--- src/hdl/rjcc_pkg.sv ---
`timescale 1ns / 1ps
// ----------------------------------------------------------------------------
// rjcc_pkg
// Types, constants, saturating helpers and the iteration microcode for the
// rational Julia convergence counter.
// ----------------------------------------------------------------------------
package rjcc_pkg;

    localparam int WORD_W  = 32;
    localparam int FRAC_W  = 24;
    localparam int CNT_W   = 16;
    localparam int DVD_W   = WORD_W + FRAC_W;
    localparam int IN_W    = 64;
    localparam int OUT_W   = 40;

    typedef logic signed [WORD_W-1:0] word_t;
    typedef logic [4:0] ridx_t;
    typedef logic [5:0] upc_t;

    localparam word_t VMAX      = 32'sh7FFF_FFFF;
    localparam word_t VMIN      = 32'sh8000_0000;
    localparam word_t FIX_ONE   = 32'sh0100_0000;
    localparam word_t FIX_F427  = word_t'(((64'd8 << FRAC_W) + 64'd27) / 64'd54);

    // configuration register indexes
    localparam logic [2:0] CFG_A_RE   = 3'd0;
    localparam logic [2:0] CFG_A_IM   = 3'd1;
    localparam logic [2:0] CFG_AT_RE  = 3'd2;
    localparam logic [2:0] CFG_AT_IM  = 3'd3;
    localparam logic [2:0] CFG_EPS    = 3'd4;
    localparam logic [2:0] CFG_PERIOD = 3'd5;
    localparam logic [2:0] CFG_LIMIT  = 3'd6;

    // working register file
    localparam ridx_t R_ZR  = 5'd0;
    localparam ridx_t R_ZI  = 5'd1;
    localparam ridx_t R_AR  = 5'd2;
    localparam ridx_t R_AI  = 5'd3;
    localparam ridx_t R_ATR = 5'd4;
    localparam ridx_t R_ATI = 5'd5;
    localparam ridx_t R_ONE = 5'd6;
    localparam ridx_t R_F4  = 5'd7;
    localparam ridx_t R_S0  = 5'd8;
    localparam ridx_t R_S1  = 5'd9;
    localparam ridx_t R_SR  = 5'd10;
    localparam ridx_t R_SI  = 5'd11;
    localparam ridx_t R_M   = 5'd12;
    localparam ridx_t R_TR  = 5'd13;
    localparam ridx_t R_TI  = 5'd14;
    localparam ridx_t R_QR  = 5'd15;
    localparam ridx_t R_QI  = 5'd16;
    localparam ridx_t R_OR  = 5'd17;
    localparam ridx_t R_OI  = 5'd18;
    localparam ridx_t R_CR  = 5'd19;
    localparam ridx_t R_CI  = 5'd20;
    localparam ridx_t R_NR  = 5'd21;
    localparam ridx_t R_NI  = 5'd22;
    localparam ridx_t R_UR  = 5'd23;
    localparam ridx_t R_UI  = 5'd24;
    localparam ridx_t R_DR  = 5'd25;
    localparam ridx_t R_DD  = 5'd26;
    localparam ridx_t R_CJ  = 5'd27;
    localparam ridx_t R_PR  = 5'd28;
    localparam ridx_t R_PI  = 5'd29;

    localparam upc_t PC_LAST = 6'd51;

    typedef enum logic [2:0] {
        OP_ADD,
        OP_SUB,
        OP_NEG,
        OP_MUL,
        OP_DIV,
        OP_CHK
    } op_t;

    typedef struct packed {
        op_t   op;
        ridx_t dst;
        ridx_t a;
        ridx_t b;
    } uop_t;

    function automatic logic [WORD_W-1:0] mag(input word_t v);
        mag = v[WORD_W-1] ? (~v + 1'b1) : v;
    endfunction

    function automatic word_t sat_add(input word_t a, input word_t b);
        logic signed [WORD_W:0] s;
        s = {a[WORD_W-1], a} + {b[WORD_W-1], b};
        if (s[WORD_W] != s[WORD_W-1])
            sat_add = s[WORD_W] ? VMIN : VMAX;
        else
            sat_add = s[WORD_W-1:0];
    endfunction

    function automatic word_t sat_neg(input word_t a);
        sat_neg = (a == VMIN) ? VMAX : -a;
    endfunction

    function automatic word_t sat_sub(input word_t a, input word_t b);
        sat_sub = sat_add(a, sat_neg(b));
    endfunction

    function automatic word_t finish(input logic [DVD_W-1:0] q, input logic neg);
        if (q > DVD_W'(VMAX))
            finish = neg ? VMIN : VMAX;
        else if (neg)
            finish = -word_t'(q[WORD_W-1:0]);
        else
            finish = word_t'(q[WORD_W-1:0]);
    endfunction

    function automatic uop_t mk(input op_t op, input ridx_t d, input ridx_t a, input ridx_t b);
        mk = '{op: op, dst: d, a: a, b: b};
    endfunction

    // one map iteration, preceded by the distance test
    function automatic uop_t ucode(input upc_t pc);
        unique case (pc)
            6'd0:  ucode = mk(OP_SUB, R_S0, R_ZR, R_ATR);
            6'd1:  ucode = mk(OP_SUB, R_S1, R_ZI, R_ATI);
            6'd2:  ucode = mk(OP_MUL, R_S0, R_S0, R_S0);
            6'd3:  ucode = mk(OP_MUL, R_S1, R_S1, R_S1);
            6'd4:  ucode = mk(OP_ADD, R_S0, R_S0, R_S1);
            6'd5:  ucode = mk(OP_CHK, R_S0, R_S0, R_S0);
            6'd6:  ucode = mk(OP_MUL, R_S0, R_ZR, R_ZR);
            6'd7:  ucode = mk(OP_MUL, R_S1, R_ZI, R_ZI);
            6'd8:  ucode = mk(OP_SUB, R_SR, R_S0, R_S1);
            6'd9:  ucode = mk(OP_MUL, R_S0, R_ZR, R_ZI);
            6'd10: ucode = mk(OP_ADD, R_SI, R_S0, R_S0);
            6'd11: ucode = mk(OP_SUB, R_M,  R_ZR, R_ONE);
            6'd12: ucode = mk(OP_MUL, R_S0, R_SR, R_M);
            6'd13: ucode = mk(OP_MUL, R_S1, R_SI, R_ZI);
            6'd14: ucode = mk(OP_SUB, R_TR, R_S0, R_S1);
            6'd15: ucode = mk(OP_MUL, R_S0, R_SR, R_ZI);
            6'd16: ucode = mk(OP_MUL, R_S1, R_SI, R_M);
            6'd17: ucode = mk(OP_ADD, R_TI, R_S0, R_S1);
            6'd18: ucode = mk(OP_MUL, R_S0, R_AR, R_AR);
            6'd19: ucode = mk(OP_MUL, R_S1, R_AI, R_AI);
            6'd20: ucode = mk(OP_SUB, R_QR, R_S0, R_S1);
            6'd21: ucode = mk(OP_MUL, R_S0, R_AR, R_AI);
            6'd22: ucode = mk(OP_ADD, R_QI, R_S0, R_S0);
            6'd23: ucode = mk(OP_SUB, R_OR, R_ONE, R_AR);
            6'd24: ucode = mk(OP_NEG, R_OI, R_AI, R_AI);
            6'd25: ucode = mk(OP_MUL, R_S0, R_QR, R_OR);
            6'd26: ucode = mk(OP_MUL, R_S1, R_QI, R_OI);
            6'd27: ucode = mk(OP_SUB, R_CR, R_S0, R_S1);
            6'd28: ucode = mk(OP_MUL, R_S0, R_QR, R_OI);
            6'd29: ucode = mk(OP_MUL, R_S1, R_QI, R_OR);
            6'd30: ucode = mk(OP_ADD, R_CI, R_S0, R_S1);
            6'd31: ucode = mk(OP_ADD, R_NR, R_TR, R_CR);
            6'd32: ucode = mk(OP_ADD, R_NI, R_TI, R_CI);
            6'd33: ucode = mk(OP_MUL, R_S0, R_AR, R_NR);
            6'd34: ucode = mk(OP_MUL, R_S1, R_AI, R_NI);
            6'd35: ucode = mk(OP_SUB, R_UR, R_S0, R_S1);
            6'd36: ucode = mk(OP_MUL, R_S0, R_AR, R_NI);
            6'd37: ucode = mk(OP_MUL, R_S1, R_AI, R_NR);
            6'd38: ucode = mk(OP_ADD, R_UI, R_S0, R_S1);
            6'd39: ucode = mk(OP_ADD, R_DR, R_TR, R_F4);
            6'd40: ucode = mk(OP_MUL, R_S0, R_DR, R_DR);
            6'd41: ucode = mk(OP_MUL, R_S1, R_TI, R_TI);
            6'd42: ucode = mk(OP_ADD, R_DD, R_S0, R_S1);
            6'd43: ucode = mk(OP_NEG, R_CJ, R_TI, R_TI);
            6'd44: ucode = mk(OP_MUL, R_S0, R_UR, R_DR);
            6'd45: ucode = mk(OP_MUL, R_S1, R_UI, R_CJ);
            6'd46: ucode = mk(OP_SUB, R_PR, R_S0, R_S1);
            6'd47: ucode = mk(OP_MUL, R_S0, R_UR, R_CJ);
            6'd48: ucode = mk(OP_MUL, R_S1, R_UI, R_DR);
            6'd49: ucode = mk(OP_ADD, R_PI, R_S0, R_S1);
            6'd50: ucode = mk(OP_DIV, R_ZR, R_PR, R_DD);
            6'd51: ucode = mk(OP_DIV, R_ZI, R_PI, R_DD);
            default: ucode = mk(OP_CHK, R_S0, R_S0, R_S0);
        endcase
    endfunction

endpackage

--- src/hdl/rjcc_div.sv ---
`timescale 1ns / 1ps
// ----------------------------------------------------------------------------
// rjcc_div
// Restoring fixed-point divider, one quotient bit per cycle, saturating.
// ----------------------------------------------------------------------------
module rjcc_div
(
    input  logic           clk,
    input  logic           rst_n,
    input  logic           start,
    input  rjcc_pkg::word_t num,
    input  rjcc_pkg::word_t den,
    output logic           done,
    output rjcc_pkg::word_t result
);
    import rjcc_pkg::*;

    logic                run_reg, run_next;
    logic                done_reg, done_next;
    logic [5:0]          cnt_reg, cnt_next;
    logic [DVD_W-1:0]    dvd_reg, dvd_next;
    logic [DVD_W-1:0]    quot_reg, quot_next;
    logic [WORD_W-1:0]   rem_reg, rem_next;
    logic [WORD_W-1:0]   y_reg, y_next;
    logic                neg_reg, neg_next;
    word_t               res_reg, res_next;
    logic [WORD_W:0]     r2;
    logic                ge;

    always_comb
    begin
        run_next  = run_reg;
        done_next = 1'b0;
        cnt_next  = cnt_reg;
        dvd_next  = dvd_reg;
        quot_next = quot_reg;
        rem_next  = rem_reg;
        y_next    = y_reg;
        neg_next  = neg_reg;
        res_next  = res_reg;
        r2        = {rem_reg, dvd_reg[DVD_W-1]};
        ge        = r2 >= {1'b0, y_reg};
        if (start)
        begin
            if (den == '0)
            begin
                res_next  = num[WORD_W-1] ? VMIN : VMAX;
                done_next = 1'b1;
            end
            else
            begin
                dvd_next  = {mag(num), {FRAC_W{1'b0}}};
                y_next    = mag(den);
                neg_next  = num[WORD_W-1] ^ den[WORD_W-1];
                rem_next  = '0;
                quot_next = '0;
                cnt_next  = 6'(DVD_W);
                run_next  = 1'b1;
            end
        end
        else if (run_reg)
        begin
            rem_next  = ge ? WORD_W'(r2 - {1'b0, y_reg}) : r2[WORD_W-1:0];
            quot_next = {quot_reg[DVD_W-2:0], ge};
            dvd_next  = {dvd_reg[DVD_W-2:0], 1'b0};
            cnt_next  = cnt_reg - 6'd1;
            if (cnt_reg == 6'd1)
            begin
                run_next  = 1'b0;
                done_next = 1'b1;
                res_next  = finish({quot_reg[DVD_W-2:0], ge}, neg_reg);
            end
        end
    end

    always_ff @(posedge clk or negedge rst_n)
    begin
        if (!rst_n)
        begin
            run_reg  <= 1'b0;
            done_reg <= 1'b0;
            cnt_reg  <= '0;
        end
        else
        begin
            run_reg  <= run_next;
            done_reg <= done_next;
            cnt_reg  <= cnt_next;
        end
    end

    always_ff @(posedge clk)
    begin
        dvd_reg  <= dvd_next;
        quot_reg <= quot_next;
        rem_reg  <= rem_next;
        y_reg    <= y_next;
        neg_reg  <= neg_next;
        res_reg  <= res_next;
    end

    assign done   = done_reg;
    assign result = res_reg;

endmodule

--- config.mk ---
export PLATFORM = sky130hd
export DESIGN_NAME = rjcc_div
export DESIGN_NICKNAME = d
export VERILOG_FILES = /design/src/hdl/rjcc_pkg.sv /design/src/hdl/rjcc_div.sv
export SDC_FILE = /design/constraint.sdc
export NUM_CORES = 1
export LEC_CHECK = 0
export BUFFER_PORTS_ARGS = -buffer_cell sky130_fd_sc_hd__buf_2
export CORE_MARGIN = 2
export CORE_UTILIZATION = 32
export DETAILED_ROUTE_END_ITERATION = 10
export PLACE_DENSITY = 0.49
export REMOVE_ABC_BUFFERS = 1
export SLEW_MARGIN = 20
export SYNTH_ARGS = -nofsm -noshare
export SYNTH_HDL_FRONTEND = slang
export SYNTH_SLANG_ARGS = --single-unit
--- constraint.sdc ---
create_clock -name clk -period 8.82 [get_ports clk]
set_input_delay 0.882 -clock clk [delete_from_list [all_inputs] [get_ports clk]]
set_output_delay 0.882 -clock clk [all_outputs]
set_load 0.05 [all_outputs]
==> results <==
- The register with the most flip-flops in the layout has 55 of them.
- The number of synthesis warnings is 0.
- The clock-pin slew on the worst setup and hold paths is ~80 ps.
- The die covers ~0.036 mm².
- The clock drives 192 sinks.
- Setup violations remaining at the end of the flow were counted as 0.
- After detailed routing, the average wire length per cell comes to roughly 15 µm.
- Entering global routing, the biggest net connects 94 pins.
- The height of the die is approximately 190 µm.
- The H-tree depth reported by CTS is 4.
- The final clock period utilization by the worst path is between 50% and 60%.
- The clock skew after layout is roughly 12 ps.
- After clock tree synthesis, the repair step resized 0 gates.
- The proportion of layout cells with a drive suffix above 1 is around 16%.
- The delay contributed by the slowest stage of the critical path is 470 ps.
- The slack of the worst reg-to-reg path is between 4000 and 5000 ps.
- The worst path meets setup with ~4300 ps of slack.
- In the synthesized netlist the async set-or-reset flop fraction comes to between 4 and 5%.
- After Yosys synthesis, full adders, half adders and majority gates account for 4.36% of the synthesized area.
- The post-synthesis compound-gate area fraction is a little over an eighth.
- The family with the most delay on the worst path is compound AO/OA/AOI/OAI gates.
- For this block, the routed nets add up to ~24000 µm of wire.
- The first global-routing pass estimated around 40000 µm of wire.
- The max-slew violation total from the final report came to 0.
- In this run the deepest clock path goes through 2 buffers.
- The number of synthesized flops with an enable pin is 184.
- The maximum fanout count along the critical path is 6.
- The total I/O pin count is 100.
- In this run the clock root is driven by a clkbuf_16.
- The mean area per synthesized cell is roughly 11 µm².
- The count of TritonRoute iterations in the first routing pass is 4.
- Among all flip-flop cells after synthesis, the most frequent one is edfxtp_1.
- TritonCTS built the clock tree.
- In the routed layout, each cell is associated on average with a via count of roughly 4.8.
- Row generation in the floorplan step produced about 70 rows.
- The post-detailed-route count of antenna-violating nets is 0.
- The end point of the critical path is result[26]$_DFFE_PP_.
- The width of the chip is approximately 190 µm.
- The post-synthesis mux area share is under 10%.
- The worst hold-check path type is primary input to asynchronous set/reset pin.
- The category of the worst setup path launch point is a flop.
- After legalization and detailed placement, the total HPWL measured 16700 µm.
- The number of DRC violations after detailed routing is 0.
- At the worst endpoint, the required time is approximately 9000 ps.
- Counting both buffers and inverters, the worst setup path holds a total of 1.
- The standby leakage power is a little under 0.005 µW.
- The dominant combinational cell family by area after synthesis is simple AND/OR/NAND/NOR gates.
- Synthesis inferred approximately 190 register bits.
- The worst max-slew margin expressed relative to the limit is about two fifths.
- In the final design database the tool counted roughly 1200 nets.
- The count of antenna diodes in the layout is 0.
- In this run the number of cells on the critical path is 16.
- The slew at the pin closest to its max-slew limit is 909 ps.
- The depth of the most critical reg-to-reg path is 16.
- The initial antenna violation count is 0.
- The via count of the first global-routing pass is approximately 7500.
- At the end of routability-driven placement, the weighted congestion stood at approximately 0.8.
- Post-CTS timing repair inserted 0 buffers for setup.
- The worst setup path is captured at a flop.
- Traced cell by cell, the critical path runs through ha_1, a2111oi_0, o21ai_0, o21ai_1, a31oi_1, o21ai_1, a31oi_4, inv_2, ha_1, nand3b_1, or3_1, nand2b_1, or2_2, o31ai_1, xor2_1, o21ai_0.
- Clock tree synthesis inserted a total of 17 buffers.
- The number of distinct library cell variants in the gate-level netlist after synthesis is 70.
- Setup total negative slack on the finished layout was measured at 0 ps.
- The cell count after synthesis is ~1000.
- The number of vias after detailed routing is roughly 7600.
- The utilization after layout is a little under two fifths.
- The destination of the worst register-to-register timing path is result[26]$_DFFE_PP_.
- The count of buffers inserted at the top-level ports is just under 100.
- The cell area after technology mapping is about 0.011 mm².
- For the finished layout, the period the worst path requires is about 4500 ps.
- The number of buffers inserted by hold repair at cts is 0.
- The tool flagged a number of max-cap violations equal to 0.
- The sequential-to-total area share from yosys stat is approximately 52%.
- Global routing used 13.5% of the available tracks.
- Once the floorplan was initialized, standard cells occupied roughly a third of the core.
- The largest individual stage delay along the critical path comes from the cell or3_1.
- In this run, the number of DRC markers left after iteration 0 of detailed routing was 459.
- Setup repair after global routing left no endpoint under its margin.
- Tracing the worst setup path back leads to its startpoint at rem_reg[15]$_SDFFCE_PP0P_.
- After global routing the overflow that remains totals 0.
- Data on the critical path arrives at its endpoint at approximately 4600 ps.
- The placeable core area is roughly 0.034 mm².
- At the later pin of the worst-skew pair, clock insertion delay measures ~430 ps.
- Timing would allow up to approximately 220 MHz.
- Relative to the synthesized area, the layout overhead comes to 14.7%.
- The type of the worst setup path is flop to flop.
- The share of synthesized cell area in and, or, nand and nor gates is around 16%.
- Power spread over the standard cell area amounts to 254 mW/mm².
- IR analysis of the VDD net gives a maximum drop of between 0.15 and 0.2 mV.
- The run finished with clean final reports.
- OpenSTA, run right after detailed placement, puts the worst setup slack at 4070 ps.
- The final hold violation count was 0.
- The startpoint of the lowest-slack register-to-register path is rem_reg[15]$_SDFFCE_PP0P_.
- The synthesized netlist devotes 9.10% of its cell area to XOR and XNOR gates.
## how the worst min path moves through the flow
stage,from,to
after CTS,rst_n,cnt_reg[5]$_DFFE_PN0P_
after global placement,cnt_reg[5]$_DFFE_PN0P_,cnt_reg[5]$_DFFE_PN0P_
after floorplan,cnt_reg[5]$_DFFE_PN0P_,cnt_reg[5]$_DFFE_PN0P_
after detailed placement,cnt_reg[5]$_DFFE_PN0P_,cnt_reg[5]$_DFFE_PN0P_
final,rst_n,cnt_reg[1]$_DFFE_PN0P_
after global routing,rst_n,cnt_reg[1]$_DFFE_PN0P_
## synthesized netlist by cell type (6+ instances only)
master      n  area [µm²]
edfxtp_1  184        5530
clkbuf_1   28         105
o31ai_1    25         188
or4_1       7        52.6
o21ai_1     7        35.0
or3_1      12        75.1
a21o_1      9        67.6
nand3_1    14        70.1
o21ai_0    73         365
ha_1       37         463
o211ai_1    6        45.0
nor4_1     11        68.8
nor3_1     14        70.1
dfrtp_1     8         200
xor2_1     64         561
o41ai_1    13         114
a21oi_1    63         315
mux2i_1    24         240
inv_1      56         210
xnor2_1    51         447
or4_4       6        67.6
nor2b_1    57         357
nand2_1    61         229
or2_2      10        62.6
nor2_1     86         323
nand2b_1   13        81.3
## per-layer routing
metal | track usage (%) | vias up | wire, µm
li1 | - | 3912 | -
met1 | 18.6 | 3638 | 12200
met2 | 22.5 | 79 | 11000
met3 | 1.92 | 15 | 492
met4 | 3.22 | 0 | 218
met5 | 0 | - | 0
## per-stage QoR
stage	hold slack (ps)	instance area, µm²	std cells	total power [µW]
floorplan	489	10900	988	2140
CTS	263	12700	1582	3250
detailed placement	523	12100	1550	2420
global placement	521	12100	1550	2420
global route	271	12700	1583	3440
finish	273	12700	1583	3220
## logic make-up after synthesis
kind of cell	after synthesis
AND/OR/NAND/NOR	326
AO/OA/AOI/OAI	234
multiplexers	26
buffers and inverters	94
adder cells (fa/ha/maj)	38
flip-flops	192
XOR/XNOR	115
## cells in the final DEF (no fill, tap or decap), types with 7 or more instances in the layout
cell / count
inv_1: 56
a21o_1: 9
nand2_1: 60
a21oi_1: 63
dfrtp_1: 8
nor2_1: 86
o21ai_0: 73
buf_2: 98
ha_1: 37
or2_2: 10
nand2b_1: 13
or3_1: 12
o41ai_1: 13
mux2i_1: 24
buf_4: 9
o21ai_1: 7
edfxtp_1: 184
nand3_1: 14
nor4_1: 11
xor2_1: 64
nor3_1: 14
or4_1: 7
o31ai_1: 25
nor2b_1: 57
xnor2_1: 51
clkbuf_16: 17
## worst register-to-register path, cell delays in order (launching register included)
cell       delay (ps)
edfxtp_1          410
ha_1              380
a2111oi_0         440
o21ai_0           150
o21ai_1           210
a31oi_1           170
o21ai_1           280
a31oi_4           120
inv_2             140
ha_1              210
nand3b_1          150
or3_1             470
nand2b_1          240
or2_2             320
o31ai_1           240
xor2_1            160
o21ai_0            80
## layout make-up
cell class	count	area (µm²)
flip-flops and latches	192	5730
inverters	57	214
fillers	3420	21600
clock inverters	15	196
well taps	455	569
repair buffers	108	586
multi-input cells	739	4990
clock buffers	17	425
## where the power goes
part | leakage [µW] | switching (µW) | total [µW] | internal (µW)
combinational | 0.00259 | 668 | 1150 | 484
clock | 0.000306 | 386 | 821 | 434
sequential | 0.00197 | 76.5 | 1250 | 1170
total | 0.00486 | 1130 | 3220 | 2090
(Power assumes the default switching activity.)
